==> src/hdl/hsvrgb_pkg.sv <==
// Shared constants, types and helpers for the HSV to RGB converter.
package hsvrgb_pkg;

    localparam int CHANNEL_BITS = 8;
    localparam int HUE_BITS     = 9;
    localparam int REM_BITS     = 6;
    localparam int SECTOR_DEG   = 60;
    localparam int FULL_TURN    = 360;

    localparam int QUEUE_DEPTH  = 4;
    localparam int QPTR_BITS    = $clog2(QUEUE_DEPTH);
    localparam int QCNT_BITS    = $clog2(QUEUE_DEPTH + 1);

    // full scale and the q/t denominator
    localparam longint unsigned FULL = (64'd1 << CHANNEL_BITS) - 64'd1;
    localparam longint unsigned DEN  = 64'(SECTOR_DEG) * FULL;
    localparam int DEN_BITS = $clog2(DEN + 1);

    // dividend widths; the reciprocal shift equals the dividend width
    localparam int XP_BITS = 2 * CHANNEL_BITS;
    localparam int XQ_BITS = CHANNEL_BITS + DEN_BITS;
    localparam int MP_BITS = XP_BITS - CHANNEL_BITS + 1;
    localparam int MQ_BITS = XQ_BITS - DEN_BITS + 1;
    localparam logic [MP_BITS-1:0] M_P = MP_BITS'((64'd1 << XP_BITS) / FULL);
    localparam logic [MQ_BITS-1:0] M_Q = MQ_BITS'((64'd1 << XQ_BITS) / DEN);

    localparam int IN_BITS        = HUE_BITS + 2 * CHANNEL_BITS;
    localparam int IN_TDATA_BITS  = ((IN_BITS + 7) / 8) * 8;
    localparam int OUT_BITS       = 3 * CHANNEL_BITS;
    localparam int OUT_TDATA_BITS = ((OUT_BITS + 7) / 8) * 8;

    typedef logic [CHANNEL_BITS-1:0] chan_t;
    typedef logic [REM_BITS-1:0]     rem_t;
    typedef logic [HUE_BITS-1:0]     hue_t;

    // hue sectors, 60 degrees each
    typedef enum logic [2:0] {
        SEC_RED_YEL = 3'd0,
        SEC_YEL_GRN = 3'd1,
        SEC_GRN_CYN = 3'd2,
        SEC_CYN_BLU = 3'd3,
        SEC_BLU_MAG = 3'd4,
        SEC_MAG_RED = 3'd5
    } sector_t;

    typedef struct packed {
        sector_t sector;
        rem_t    rem;
        logic    gray;
        chan_t   sat;
        chan_t   val;
    } item_t;

    function automatic hue_t sector_base(sector_t s);
        hue_t b;
        case (s)
            SEC_RED_YEL: b = hue_t'(0);
            SEC_YEL_GRN: b = hue_t'(SECTOR_DEG);
            SEC_GRN_CYN: b = hue_t'(2 * SECTOR_DEG);
            SEC_CYN_BLU: b = hue_t'(3 * SECTOR_DEG);
            SEC_BLU_MAG: b = hue_t'(4 * SECTOR_DEG);
            SEC_MAG_RED: b = hue_t'(5 * SECTOR_DEG);
            default:     b = hue_t'(0);
        endcase
        return b;
    endfunction

endpackage

==> src/hdl/hsvrgb_front.sv <==
// Front end: accepts a pixel, splits hue into sector and remainder, registers it.
module hsvrgb_front
(
    input  logic                                 clk,
    input  logic                                 rst_n,
    input  logic                                 s_tvalid,
    output logic                                 s_tready,
    input  logic [hsvrgb_pkg::IN_TDATA_BITS-1:0] s_tdata,
    output logic                                 out_valid,
    input  logic                                 out_ready,
    output hsvrgb_pkg::item_t                    out_item
);

    logic                 valid_reg;
    logic                 valid_next;
    hsvrgb_pkg::item_t    item_reg;
    hsvrgb_pkg::item_t    item_next;
    hsvrgb_pkg::hue_t     hue;
    hsvrgb_pkg::hue_t     hue_eff;
    hsvrgb_pkg::hue_t     rem_full;
    hsvrgb_pkg::sector_t  sector;

    assign hue = s_tdata[hsvrgb_pkg::HUE_BITS-1:0];

    always_comb
    begin
        // out-of-range hue folds to zero
        if (hue >= hsvrgb_pkg::hue_t'(hsvrgb_pkg::FULL_TURN))
        begin
            hue_eff = '0;
        end
        else
        begin
            hue_eff = hue;
        end

        if (hue_eff < hsvrgb_pkg::hue_t'(hsvrgb_pkg::SECTOR_DEG))
        begin
            sector = hsvrgb_pkg::SEC_RED_YEL;
        end
        else if (hue_eff < hsvrgb_pkg::hue_t'(2 * hsvrgb_pkg::SECTOR_DEG))
        begin
            sector = hsvrgb_pkg::SEC_YEL_GRN;
        end
        else if (hue_eff < hsvrgb_pkg::hue_t'(3 * hsvrgb_pkg::SECTOR_DEG))
        begin
            sector = hsvrgb_pkg::SEC_GRN_CYN;
        end
        else if (hue_eff < hsvrgb_pkg::hue_t'(4 * hsvrgb_pkg::SECTOR_DEG))
        begin
            sector = hsvrgb_pkg::SEC_CYN_BLU;
        end
        else if (hue_eff < hsvrgb_pkg::hue_t'(5 * hsvrgb_pkg::SECTOR_DEG))
        begin
            sector = hsvrgb_pkg::SEC_BLU_MAG;
        end
        else
        begin
            sector = hsvrgb_pkg::SEC_MAG_RED;
        end

        rem_full         = hue_eff - hsvrgb_pkg::sector_base(sector);
        item_next.sector = sector;
        item_next.rem    = rem_full[hsvrgb_pkg::REM_BITS-1:0];
        item_next.sat    = s_tdata[hsvrgb_pkg::HUE_BITS +: hsvrgb_pkg::CHANNEL_BITS];
        item_next.val    = s_tdata[hsvrgb_pkg::HUE_BITS + hsvrgb_pkg::CHANNEL_BITS +:
                                   hsvrgb_pkg::CHANNEL_BITS];
        item_next.gray   = (item_next.sat == '0);
    end

    assign s_tready   = !valid_reg || out_ready;
    assign valid_next = s_tready ? s_tvalid : valid_reg;

    always_ff @(posedge clk or negedge rst_n)
    begin
        if (!rst_n)
        begin
            valid_reg <= 1'b0;
        end
        else
        begin
            valid_reg <= valid_next;
        end
    end

    always_ff @(posedge clk)
    begin
        if (s_tready && s_tvalid)
        begin
            item_reg <= item_next;
        end
    end

    assign out_valid = valid_reg;
    assign out_item  = item_reg;

    a_rem_range: assert property (@(posedge clk) disable iff (!rst_n)
        valid_reg |-> item_reg.rem < hsvrgb_pkg::rem_t'(hsvrgb_pkg::SECTOR_DEG))
        else $error("front: remainder out of range");

endmodule

==> src/hdl/hsvrgb_queue.sv <==
// Short queue between front end and arithmetic back end.
module hsvrgb_queue
(
    input  logic              clk,
    input  logic              rst_n,
    input  logic              in_valid,
    output logic              in_ready,
    input  hsvrgb_pkg::item_t in_item,
    output logic              out_valid,
    input  logic              out_ready,
    output hsvrgb_pkg::item_t out_item
);

    hsvrgb_pkg::item_t                  slot_reg [hsvrgb_pkg::QUEUE_DEPTH];
    logic [hsvrgb_pkg::QPTR_BITS-1:0]   wr_ptr_reg;
    logic [hsvrgb_pkg::QPTR_BITS-1:0]   wr_ptr_next;
    logic [hsvrgb_pkg::QPTR_BITS-1:0]   rd_ptr_reg;
    logic [hsvrgb_pkg::QPTR_BITS-1:0]   rd_ptr_next;
    logic [hsvrgb_pkg::QCNT_BITS-1:0]   count_reg;
    logic [hsvrgb_pkg::QCNT_BITS-1:0]   count_next;
    logic                               push;
    logic                               pop;

    assign in_ready  = (count_reg != hsvrgb_pkg::QCNT_BITS'(hsvrgb_pkg::QUEUE_DEPTH));
    assign out_valid = (count_reg != '0);
    assign out_item  = slot_reg[rd_ptr_reg];
    assign push      = in_valid && in_ready;
    assign pop       = out_valid && out_ready;

    always_comb
    begin
        wr_ptr_next = push ? wr_ptr_reg + 1'b1 : wr_ptr_reg;
        rd_ptr_next = pop ? rd_ptr_reg + 1'b1 : rd_ptr_reg;
        count_next  = count_reg;
        if (push && !pop)
        begin
            count_next = count_reg + 1'b1;
        end
        else if (pop && !push)
        begin
            count_next = count_reg - 1'b1;
        end
    end

    always_ff @(posedge clk or negedge rst_n)
    begin
        if (!rst_n)
        begin
            wr_ptr_reg <= '0;
            rd_ptr_reg <= '0;
            count_reg  <= '0;
        end
        else
        begin
            wr_ptr_reg <= wr_ptr_next;
            rd_ptr_reg <= rd_ptr_next;
            count_reg  <= count_next;
        end
    end

    always_ff @(posedge clk)
    begin
        if (push)
        begin
            slot_reg[wr_ptr_reg] <= in_item;
        end
    end

    a_count_bound: assert property (@(posedge clk) disable iff (!rst_n)
        count_reg <= hsvrgb_pkg::QCNT_BITS'(hsvrgb_pkg::QUEUE_DEPTH))
        else $error("queue: fill count overflow");

    a_count_step: assert property (@(posedge clk) disable iff (!rst_n)
        (push && !pop) |=> (count_reg == $past(count_reg) + 1'b1))
        else $error("queue: push not counted");

endmodule

==> src/hdl/hsvrgb_back.sv <==
// Back end: four-stage pipeline computing p, q, t and mapping them to RGB.
module hsvrgb_back
(
    input  logic                                  clk,
    input  logic                                  rst_n,
    input  logic                                  in_valid,
    output logic                                  in_ready,
    input  hsvrgb_pkg::item_t                     in_item,
    output logic                                  m_tvalid,
    input  logic                                  m_tready,
    output logic [hsvrgb_pkg::OUT_TDATA_BITS-1:0] m_tdata
);

    localparam int CB  = hsvrgb_pkg::CHANNEL_BITS;
    localparam int DB  = hsvrgb_pkg::DEN_BITS;
    localparam int XPB = hsvrgb_pkg::XP_BITS;
    localparam int XQB = hsvrgb_pkg::XQ_BITS;
    localparam int PPB = hsvrgb_pkg::XP_BITS + hsvrgb_pkg::MP_BITS;
    localparam int PQB = hsvrgb_pkg::XQ_BITS + hsvrgb_pkg::MQ_BITS;
    localparam logic [CB-1:0]  FULL_C = CB'(hsvrgb_pkg::FULL);
    localparam logic [DB-1:0]  DEN_C  = DB'(hsvrgb_pkg::DEN);
    localparam logic [XPB-1:0] FULL_X = XPB'(hsvrgb_pkg::FULL);
    localparam logic [XQB-1:0] DEN_X  = XQB'(hsvrgb_pkg::DEN);

    // stage valids and load enables
    logic v1_reg, v2_reg, v3_reg, v4_reg;
    logic ld1, ld2, ld3, ld4;

    // per-stage carried fields
    hsvrgb_pkg::sector_t sec1_reg, sec2_reg, sec3_reg;
    logic                gray1_reg, gray2_reg, gray3_reg, gray4_reg;
    hsvrgb_pkg::chan_t   val1_reg, val2_reg, val3_reg;

    // stage 1: s*r, s*(60-r), v*(full-s)
    logic [DB-1:0]       srq1_reg, srt1_reg;
    logic [XPB-1:0]      xp1_reg, xp2_reg;
    hsvrgb_pkg::rem_t    rem_c;

    // stage 2: q/t dividends, p estimate
    logic [XQB-1:0]      xq2_reg, xt2_reg, xq3_reg, xt3_reg;
    logic [PPB-1:0]      prod_p;
    hsvrgb_pkg::chan_t   ep2_reg;

    // stage 3: q/t estimates, corrected p
    logic [PQB-1:0]      prod_q, prod_t;
    hsvrgb_pkg::chan_t   eq3_reg, et3_reg, p3_reg;
    logic [XPB-1:0]      rp;
    hsvrgb_pkg::chan_t   p_next;

    // stage 4: corrected q/t, channel select
    logic [XQB-1:0]      rq, rt;
    hsvrgb_pkg::chan_t   q_fin, t_fin;
    hsvrgb_pkg::chan_t   red_next, green_next, blue_next;
    hsvrgb_pkg::chan_t   red_reg, green_reg, blue_reg;

    assign ld4      = !v4_reg || m_tready;
    assign ld3      = !v3_reg || ld4;
    assign ld2      = !v2_reg || ld3;
    assign ld1      = !v1_reg || ld2;
    assign in_ready = ld1;

    always_ff @(posedge clk or negedge rst_n)
    begin
        if (!rst_n)
        begin
            v1_reg <= 1'b0;
            v2_reg <= 1'b0;
            v3_reg <= 1'b0;
            v4_reg <= 1'b0;
        end
        else
        begin
            if (ld1)
            begin
                v1_reg <= in_valid;
            end
            if (ld2)
            begin
                v2_reg <= v1_reg;
            end
            if (ld3)
            begin
                v3_reg <= v2_reg;
            end
            if (ld4)
            begin
                v4_reg <= v3_reg;
            end
        end
    end

    assign rem_c = hsvrgb_pkg::rem_t'(hsvrgb_pkg::SECTOR_DEG) - in_item.rem;

    always_ff @(posedge clk)
    begin
        if (ld1 && in_valid)
        begin
            srq1_reg  <= DB'(in_item.sat) * DB'(in_item.rem);
            srt1_reg  <= DB'(in_item.sat) * DB'(rem_c);
            xp1_reg   <= XPB'(in_item.val) * XPB'(FULL_C - in_item.sat);
            sec1_reg  <= in_item.sector;
            gray1_reg <= in_item.gray;
            val1_reg  <= in_item.val;
        end
    end

    assign prod_p = PPB'(xp1_reg) * PPB'(hsvrgb_pkg::M_P);

    always_ff @(posedge clk)
    begin
        if (ld2 && v1_reg)
        begin
            xq2_reg   <= XQB'(val1_reg) * XQB'(DEN_C - srq1_reg);
            xt2_reg   <= XQB'(val1_reg) * XQB'(DEN_C - srt1_reg);
            ep2_reg   <= prod_p[XPB +: CB];
            xp2_reg   <= xp1_reg;
            sec2_reg  <= sec1_reg;
            gray2_reg <= gray1_reg;
            val2_reg  <= val1_reg;
        end
    end

    // reciprocal estimates are low by at most one; fix with one compare
    assign prod_q = PQB'(xq2_reg) * PQB'(hsvrgb_pkg::M_Q);
    assign prod_t = PQB'(xt2_reg) * PQB'(hsvrgb_pkg::M_Q);
    assign rp     = xp2_reg - XPB'(ep2_reg) * FULL_X;
    assign p_next = ep2_reg + CB'(rp >= FULL_X);

    always_ff @(posedge clk)
    begin
        if (ld3 && v2_reg)
        begin
            eq3_reg   <= prod_q[XQB +: CB];
            et3_reg   <= prod_t[XQB +: CB];
            p3_reg    <= p_next;
            xq3_reg   <= xq2_reg;
            xt3_reg   <= xt2_reg;
            sec3_reg  <= sec2_reg;
            gray3_reg <= gray2_reg;
            val3_reg  <= val2_reg;
        end
    end

    assign rq    = xq3_reg - XQB'(eq3_reg) * DEN_X;
    assign rt    = xt3_reg - XQB'(et3_reg) * DEN_X;
    assign q_fin = eq3_reg + CB'(rq >= DEN_X);
    assign t_fin = et3_reg + CB'(rt >= DEN_X);

    always_comb
    begin
        if (gray3_reg)
        begin
            red_next   = val3_reg;
            green_next = val3_reg;
            blue_next  = val3_reg;
        end
        else
        begin
            case (sec3_reg)
                hsvrgb_pkg::SEC_RED_YEL:
                begin
                    red_next = val3_reg; green_next = t_fin;    blue_next = p3_reg;
                end
                hsvrgb_pkg::SEC_YEL_GRN:
                begin
                    red_next = q_fin;    green_next = val3_reg; blue_next = p3_reg;
                end
                hsvrgb_pkg::SEC_GRN_CYN:
                begin
                    red_next = p3_reg;   green_next = val3_reg; blue_next = t_fin;
                end
                hsvrgb_pkg::SEC_CYN_BLU:
                begin
                    red_next = p3_reg;   green_next = q_fin;    blue_next = val3_reg;
                end
                hsvrgb_pkg::SEC_BLU_MAG:
                begin
                    red_next = t_fin;    green_next = p3_reg;   blue_next = val3_reg;
                end
                default:
                begin
                    red_next = val3_reg; green_next = p3_reg;   blue_next = q_fin;
                end
            endcase
        end
    end

    always_ff @(posedge clk)
    begin
        if (ld4 && v3_reg)
        begin
            red_reg   <= red_next;
            green_reg <= green_next;
            blue_reg  <= blue_next;
            gray4_reg <= gray3_reg;
        end
    end

    assign m_tvalid = v4_reg;
    assign m_tdata  = hsvrgb_pkg::OUT_TDATA_BITS'({blue_reg, green_reg, red_reg});

    a_gray_equal: assert property (@(posedge clk) disable iff (!rst_n)
        (v4_reg && gray4_reg) |-> (red_reg == green_reg && green_reg == blue_reg))
        else $error("back: gray pixel with unequal channels");

    a_p_le_v: assert property (@(posedge clk) disable iff (!rst_n)
        v3_reg |-> (p3_reg <= val3_reg))
        else $error("back: p exceeds value");

endmodule

==> src/hdl/hsv_to_rgb_converter.sv <==
// Top level of the HSV to RGB pixel converter.
// Path: a result passes the front register, the queue write, then three arithmetic
//   stages and the output register.
// Throughput: one pixel per cycle, each stage and queue alike, unless output stalls.
// Reset (rst_n, async, active low) empties the front register, queue and pipeline;
//   the block takes a transfer on the first cycle after reset.
module hsv_to_rgb_converter
(
    input  logic                                  clk,
    input  logic                                  rst_n,
    // input pixel
    input  logic                                  s_tvalid,
    output logic                                  s_tready,
    // s_tdata, lowest bit up: hue[8:0], saturation[16:9], brightness[24:17], zero pad
    input  logic [hsvrgb_pkg::IN_TDATA_BITS-1:0]  s_tdata,
    // output pixel
    output logic                                  m_tvalid,
    input  logic                                  m_tready,
    // m_tdata, lowest bit up: red[7:0], green[15:8], blue[23:16]
    output logic [hsvrgb_pkg::OUT_TDATA_BITS-1:0] m_tdata
);

    // front register -> queue
    logic              fq_valid;
    logic              fq_ready;
    hsvrgb_pkg::item_t fq_item;

    // queue -> arithmetic pipeline
    logic              qb_valid;
    logic              qb_ready;
    hsvrgb_pkg::item_t qb_item;

    // Front end: folds hue >= 360 to 0, picks the 60-degree sector and remainder,
    // flags zero saturation.
    hsvrgb_front u_front
    (
        .clk       (clk),
        .rst_n     (rst_n),
        .s_tvalid  (s_tvalid),
        .s_tready  (s_tready),
        .s_tdata   (s_tdata),
        .out_valid (fq_valid),
        .out_ready (fq_ready),
        .out_item  (fq_item)
    );

    // Queue decouples input acceptance from output back-pressure.
    hsvrgb_queue u_queue
    (
        .clk       (clk),
        .rst_n     (rst_n),
        .in_valid  (fq_valid),
        .in_ready  (fq_ready),
        .in_item   (fq_item),
        .out_valid (qb_valid),
        .out_ready (qb_ready),
        .out_item  (qb_item)
    );

    // Back end: p, q, t via constant-reciprocal multiply with one correction step,
    // then the sector mapping into the output register.
    hsvrgb_back u_back
    (
        .clk      (clk),
        .rst_n    (rst_n),
        .in_valid (qb_valid),
        .in_ready (qb_ready),
        .in_item  (qb_item),
        .m_tvalid (m_tvalid),
        .m_tready (m_tready),
        .m_tdata  (m_tdata)
    );

endmodule

==> config.mk <==
export PLATFORM = sky130hd
export DESIGN_NAME = hsv_to_rgb_converter
export DESIGN_NICKNAME = d
export VERILOG_FILES = /design/src/hdl/hsvrgb_pkg.sv /design/src/hdl/hsvrgb_front.sv /design/src/hdl/hsvrgb_queue.sv /design/src/hdl/hsvrgb_back.sv /design/src/hdl/hsv_to_rgb_converter.sv
export SDC_FILE = /design/constraint.sdc
export NUM_CORES = 2
export LEC_CHECK = 0
export BUFFER_PORTS_ARGS = -buffer_cell sky130_fd_sc_hd__buf_2
export CORE_ASPECT_RATIO = 2
export CORE_MARGIN = 3
export CORE_UTILIZATION = 45
export CTS_CLUSTER_DIAMETER = 120
export CTS_CLUSTER_SIZE = 8
export DETAILED_ROUTE_END_ITERATION = 10
export GPL_TIMING_DRIVEN = 0
export PLACE_DENSITY = 0.69
export SLEW_MARGIN = 30
export SYNTH_ARGS = -nofsm -noshare
export SYNTH_HDL_FRONTEND = slang
export SYNTH_SLANG_ARGS = --single-unit
==> constraint.sdc <==
create_clock -name clk -period 18.7 [get_ports clk]
set_clock_uncertainty 0.2 [all_clocks]
set_input_delay 3.74 -clock clk [delete_from_list [all_inputs] [get_ports clk]]
set_output_delay 3.74 -clock clk [all_outputs]
set_load 0.02 [all_outputs]
After elaboration in Yosys (flattened, before gate mapping):

Memory sizes are Yosys's and may differ from the RTL's.
Index checks and enable logic that the tools add are counted.

* memories: 1
* RAM bits: 104
* flip-flop bits (word level): 278

Memory list
* u_queue.slot_reg: depth 4, bits a word 26, read ports 1, clocked after Yosys merged registers in 0, write ports 1, line hsvrgb_queue.sv:14 `hsvrgb_pkg::item_t slot_reg [hsvrgb_pkg::QUEUE_DEPTH];`

* add/subtract/negate cells: 15
* magnitude comparators: 9
* $mul: 11
* reductions and logical operators: 28
* mux-type cells: 17
* equal/unequal tests: 10

Operator list (count)
* one-hot mux 8 bit (3 select lines): 3
* multiplier 22 x 8 -> 29 bit (second input constant): 2
* greater-or-equal comparator 22 x 14 -> 1 bit (second input constant): 2
* multiplier 8 x 22 -> 22 bit: 2
* subtractor 22 bit: 2
* multiplier 8 x 12 -> 20 bit (second input constant): 2
* one-hot mux 6 bit (5 select lines): 1
* subtractor 14 x 14 -> 15 bit (first input constant): 2
* multiplier 8 x 6 -> 14 bit: 2
* adder 8 x 1 -> 8 bit: 3
* multiplier 16 x 9 -> 24 bit (second input constant): 1
* two-way mux 8 bit: 3
* < comparator 9 x 8 -> 1 bit (second input constant): 2
* two-way mux 3 bit: 6
* greater-or-equal comparator 16 x 8 -> 1 bit (second input constant): 1
* multiplier 8 x 16 -> 16 bit: 1
* multiplier 8 x 8 -> 16 bit (second input constant): 1
* subtractor 16 bit: 1
* == test 3 x 2 -> 1 bit (second input constant): 4
* == test 3 bit (second input constant): 3
* greater-or-equal comparator 9 bit (second input constant): 1
* < comparator 9 x 6 -> 1 bit (second input constant): 1
* < comparator 9 x 7 -> 1 bit (second input constant): 1
* < comparator 9 bit (second input constant): 1
* 18 further kinds: 42

Longest topological paths before layout:

* depth after elaboration: 11
* mapped depth: 34
* depth with buffers taken out: 34

Cells and area by module:

From an unflattened synthesis, not the netlist that was laid out.

* cell total of the unflattened synthesis: 3671
* area total of the unflattened synthesis: 38972.4 sq um

By module, submodules not included
* hsvrgb_back: instances 1, seq. area each 7126.8 sq um, area an instance 33422.1 sq um, cells an instance 3403
* hsvrgb_queue: instances 1, seq. area each 3298.2 sq um, area an instance 4211.5 sq um, cells an instance 171
* hsvrgb_front: instances 1, seq. area each 805.8 sq um, area an instance 1338.8 sq um, cells an instance 97

Least setup slack after synthesis:

No wires, ideal clock.

* kind: input to register
* from: input port m_tready
* to: register u_queue.count_reg[1] (netlist name)
* data required time: 18.375 ns
* cell stages on the path: 8
* library setup time: 0.125 ns
* data arrival time: 8.041 ns
* path slack: 10.334 ns
* cells stage by stage: nor2b_1 -> and3_1 -> a21oi_1 -> inv_1 -> ha_1 -> inv_1 -> fa_1 -> mux2_2

* longest elaborated chain between the ends: 8

RTL lines
* start, declared: line hsv_to_rgb_converter.sv:18 `input logic m_tready,`
* logical OR 1 bit: line hsvrgb_back.sv:56 `assign ld4 = !v4_reg || m_tready;`
* logical OR 1 bit: line hsvrgb_back.sv:57 `assign ld3 = !v3_reg || ld4;`
* logical OR 1 bit: line hsvrgb_back.sv:58 `assign ld2 = !v2_reg || ld3;`
* logical OR 1 bit: line hsvrgb_back.sv:59 `assign ld1 = !v1_reg || ld2;`
* logical AND 1 bit: line hsvrgb_queue.sv:28 `assign pop = out_valid && out_ready;`
* named net u_queue.pop: line hsvrgb_queue.sv:22 `logic pop;`
* logical NOT 1 bit: line hsvrgb_queue.sv:35 `if (push && !pop)`
* logical AND 1 bit: line hsvrgb_queue.sv:35
* two-way mux 3 bit: line hsvrgb_queue.sv:35
* named net u_queue.count_next (one bit): line hsvrgb_queue.sv:20 `logic [hsvrgb_pkg::QCNT_BITS-1:0] count_next;`
* end signal, assigned: line hsvrgb_queue.sv:57 `count_reg <= count_next;`
* end, declared: line hsvrgb_queue.sv:19 `logic [hsvrgb_pkg::QCNT_BITS-1:0] count_reg;`

The timed path passes the listed nets, and every way through them passes these cells.
A chain may end at the register's enable or synchronous reset.

Worst setup path after layout:

* from: register u_back.et3_reg[2]
* to: register u_back.red_reg[6] (data pin)

* longest elaborated chain between the ends: 6

RTL lines
* start, declared: line hsvrgb_back.sv:46 `hsvrgb_pkg::chan_t eq3_reg, et3_reg, p3_reg;`
* start signal, assigned: line hsvrgb_back.sv:134 `et3_reg <= prod_t[XQB +: CB];`
* multiplier 8 x 12 -> 20 bit: line hsvrgb_back.sv:145 `assign rt = xt3_reg - XQB'(et3_reg) * DEN_X;`
* subtractor 22 bit: line hsvrgb_back.sv:145
* greater-or-equal comparator 22 x 14 -> 1 bit: line hsvrgb_back.sv:147 `assign t_fin = et3_reg + CB'(rt >= DEN_X);`
* adder 8 x 1 -> 8 bit (*): line hsvrgb_back.sv:147
* one-hot mux 8 bit (3 select lines) (*): line hsvrgb_back.sv:159 `case (sec3_reg)`
* two-way mux 8 bit (*): line hsvrgb_back.sv:151 `if (gray3_reg)`
* named net u_back.red_next[6]: line hsvrgb_back.sv:53 `hsvrgb_pkg::chan_t red_next, green_next, blue_next;`
* end signal, assigned: line hsvrgb_back.sv:192 `red_reg <= red_next;`
* end, declared: line hsvrgb_back.sv:54 `hsvrgb_pkg::chan_t red_reg, green_reg, blue_reg;`

Mark *: on every way through the listed nets, which the timed path passes. The rest lies on a longest branch.

==> results summary <==
In this run the critical register-to-register path is launched from u_back.et3_reg[2]. The first global-routing pass estimated 136 mm of wire. The per-instance average area after synthesis came out at 10.7 um^2. Counting the buffers created by CTS gives 52.

The number of violations of the max-capacitance limit came out at 0. The complex-gate fraction of the synthesized area is 8.14%. The standard cell core area came out at 83000 um^2. The flow ran to the end, and the final reports show no timing, DRC or antenna violations. The worst-path maximum fanout came out at 8.

The final setup violation count came out at 0. The full die area is 87900 um^2. In this run, post-CTS repair resized a total of 0 instances. When the netlist entered floorplanning its net count stood at 4478. The sum of negative setup slack came out at 0 ps. Based on the critical path, the design can be clocked at up to 122 MHz.

The port buffer count came out at 53. The simple-gate share of the synthesized area is 10.8%. The largest net degree at the start of global routing is 53. The net count of the finished layout is 4591.

The total detailed-routing wirelength is 82.5 mm. Setup repair after global routing left no endpoint under its margin. The y dimension of the die came out at 416 um. The quantity of hold-fixing buffers added after cts came out at 0. The synthesis warning total came out at 0.

The fraction of layout cells with a size suffix above 1 is 5.38%. The share of flip-flops with an asynchronous set or reset after synthesis came out at 3.19%. The critical path endpoint is u_back.red_reg[6]. The final count of hold timing violations came to 0. Counting I/O delays and the setup requirement, the final critical path takes 8220 ps. The number of violations reported at the end of detailed-routing iteration 0 came out at 984. The final weighted congestion of routability-driven global placement is 0.951. The critical path class is reg -> reg. For this run, the leading register cell type out of synthesis is sky130_fd_sc_hd__edfxtp_1. The number of cells on the worst reg-to-reg path came out at 27.

In the layout the commonest cells are sky130_fd_sc_hd__inv_1 (682), sky130_fd_sc_hd__ha_1 (490), sky130_fd_sc_hd__fa_1 (400). The number of nets still failing antenna checks after routing came out at 0. The multiplexer share of the synthesized area came out at 1.91%. The root buffer cell chosen for the clock tree is sky130_fd_sc_hd__clkbuf_16. The number of detailed-route iterations in the first pass is 7. The share of the clock period used by the worst path came out at 44.0%. By area, the combinational part of the netlist is dominated by adder cells. After floorplanning, the core was divided into 149 placement rows. Once the floorplan was initialized, standard cells occupied 45.6% of the core. The headroom to the max-slew limit came out at 33.6%. Leaving out filler cells and counting taps, the final layout contains 4742. After clock tree synthesis, the clock-pin slew on the worst setup and hold paths is 50 ps.

In this run, synthesis produced a sequential element count of 376. The DRC violation count after routing is 0. The die span in x came out at 211 um.

Counting flops with a built-in enable in the synthesized netlist gives 364. After global routing the overflow that remains totals 0. The register-to-register setup slack is 10480 ps.

The worst-case setup slack after placement is 10420 ps. The number of flip-flops in the largest register is 104. The synthesized-area fraction occupied by adder cells is 37.3%. The synthesized netlist occupies a cell area of 37900 um^2. The H-tree depth is 2.

The synthesized-area fraction occupied by xor and xnor cells came out at 4.74%. The least setup slack across all paths after layout came out at 10480 ps. The per-cell via count in the routed design came out at 5.32.

The hold-critical path depth is 0. The vias after detailed routing is 25200. The sequential fraction of the synthesis area is 29.7%.

The number of buffers added for setup after CTS came out at 0. The critical path data required time is 18850 ps. For this design, the sink count on the clock tree is 376. The worst setup path is launched from a flip-flop.

The signed area change from the synthesized netlist to the final layout came out at 8.52%. The number of distinct library cells after synthesis is 93. The min-delay analysis places its worst path in the category reg -> reg. The worst register-to-register path ends at u_back.red_reg[6]. The transition time at the pin with the least slew margin is 989 ps. The utilization after layout is 49.5%.

For this design the top-level I/O count stands at 62. The number of buffers on the longest clock path came out at 3. The critical path starts at u_back.et3_reg[2]. The half-perimeter wire length of the detailed placement result came out at 68.0 mm. The startpoint identified for the worst hold timing path is u_back.val2_reg[2]. The max-slew violation count came out at 0. For this run, the total global-route usage over all layers was measured as 19.4%. The critical path arrival came out at 8370 ps. The cell count after placement is 4668. The initial antenna violation count came to 1.

The number of global-route vias before repair came to 27700. The cell count after synthesis is 3552. The clock reaches the later pin of the worst-skew pair after 620 ps. The wire length per cell after detailed routing is 17.4 um. TritonCTS built the clock tree. STA classifies the critical path endpoint as a flip-flop. The library cell used most frequently in the layout, excluding fill and tap cells, is sky130_fd_sc_hd__inv_1.
## synthesized netlist by cell type, types with 19 or more instances
cell type,count,share of area [%]
sky130_fd_sc_hd__ha_1,490,16
sky130_fd_sc_hd__nand2_1,281,2.8
sky130_fd_sc_hd__fa_1,400,21
sky130_fd_sc_hd__a31oi_1,19,0.31
sky130_fd_sc_hd__nand2b_1,53,0.88
sky130_fd_sc_hd__a211oi_1,19,0.38
sky130_fd_sc_hd__a21o_1,34,0.67
sky130_fd_sc_hd__xnor2_1,144,3.3
sky130_fd_sc_hd__o21bai_1,23,0.46
sky130_fd_sc_hd__xor2_1,61,1.4
sky130_fd_sc_hd__nor2_1,133,1.3
sky130_fd_sc_hd__inv_1,682,6.8
sky130_fd_sc_hd__clkbuf_1,58,0.57
sky130_fd_sc_hd__edfxtp_1,364,29
sky130_fd_sc_hd__nor3_1,36,0.48
sky130_fd_sc_hd__nand3_1,40,0.53
sky130_fd_sc_hd__mux4_2,21,1.2
sky130_fd_sc_hd__nor2b_1,42,0.69
sky130_fd_sc_hd__a21oi_1,116,1.5
sky130_fd_sc_hd__o21a_1,21,0.42
sky130_fd_sc_hd__and3_1,22,0.36
sky130_fd_sc_hd__o21ai_0,89,1.2
sky130_fd_sc_hd__and2_1,159,2.6
## per-stage QoR
stage	instance area (um^2)	hold slack (ps)
3_5_place_dp	39600	205
2_1_floorplan	37900	200
5_1_grt	41100	226
4_1_cts	41100	213
3_3_place_gp	39500	204
6_report	41100	214
## critical path, cell delays in order (launching register included)
cell and delay, ps:
sky130_fd_sc_hd__edfxtp_1 600, sky130_fd_sc_hd__ha_1 430, sky130_fd_sc_hd__ha_1 310, sky130_fd_sc_hd__inv_1 60
sky130_fd_sc_hd__fa_1 560, sky130_fd_sc_hd__fa_1 470, sky130_fd_sc_hd__fa_1 470, sky130_fd_sc_hd__nor2b_1 120
sky130_fd_sc_hd__o21ai_0 110, sky130_fd_sc_hd__a21oi_1 220, sky130_fd_sc_hd__o21ai_0 130, sky130_fd_sc_hd__a21boi_0 350
sky130_fd_sc_hd__o21ai_0 130, sky130_fd_sc_hd__nand2b_1 100, sky130_fd_sc_hd__xnor2_1 140, sky130_fd_sc_hd__ha_1 340
sky130_fd_sc_hd__and3_1 210, sky130_fd_sc_hd__a221o_1 320, sky130_fd_sc_hd__a21oi_1 240, sky130_fd_sc_hd__mux2i_1 250
sky130_fd_sc_hd__a2111oi_2 80, sky130_fd_sc_hd__nand3_1 160, sky130_fd_sc_hd__ha_1 220, sky130_fd_sc_hd__ha_1 210
sky130_fd_sc_hd__nand4_1 130, sky130_fd_sc_hd__xnor2_1 810, sky130_fd_sc_hd__a32oi_1 220, sky130_fd_sc_hd__o32a_1 400
## worst min path at each step
stage | endpoint | slack, ps
floorplan | u_back.gray2_reg | 200
global placement | u_back.val3_reg[4] | 200
detailed placement | u_back.val3_reg[2] | 200
CTS | u_back.val3_reg[2] | 210
global route | u_back.val3_reg[2] | 230
finish | u_back.val3_reg[2] | 210
## logic make-up after synthesis
family                     count (synthesis)
AOI/OAI and AO/OA                        461
and+or+nand+nor                          825
adders and majority gates                890
buffers and inverters                    750
muxes                                     45
xor gates and xnor gates                 205
DFF                                      376
## area by class of cell
class,count,area [um^2]
Inverter,684,2570
Fill cell,7468,41900
Antenna cell,2,5.00
Multi-Input combinational cell,2426,23900
Timing Repair Buffer,59,410
Sequential cell,376,11200
Buffer,66,253
Clock buffer,69,1370
Tap cell,1057,1320
Clock inverter,3,80.1
## per-layer routing
| layer | track usage (%) | routed length [um] |
|---|---|---|
| met3 | 1.68 | 2230 |
| met2 | 39.1 | 47200 |
| met4 | 11.8 | 5550 |
| met1 | 18.4 | 27500 |
| met5 | 0 | 0 |
Power is not shown: default switching activity piles up to over one toggle a cycle in this logic, so the estimate is an artifact.
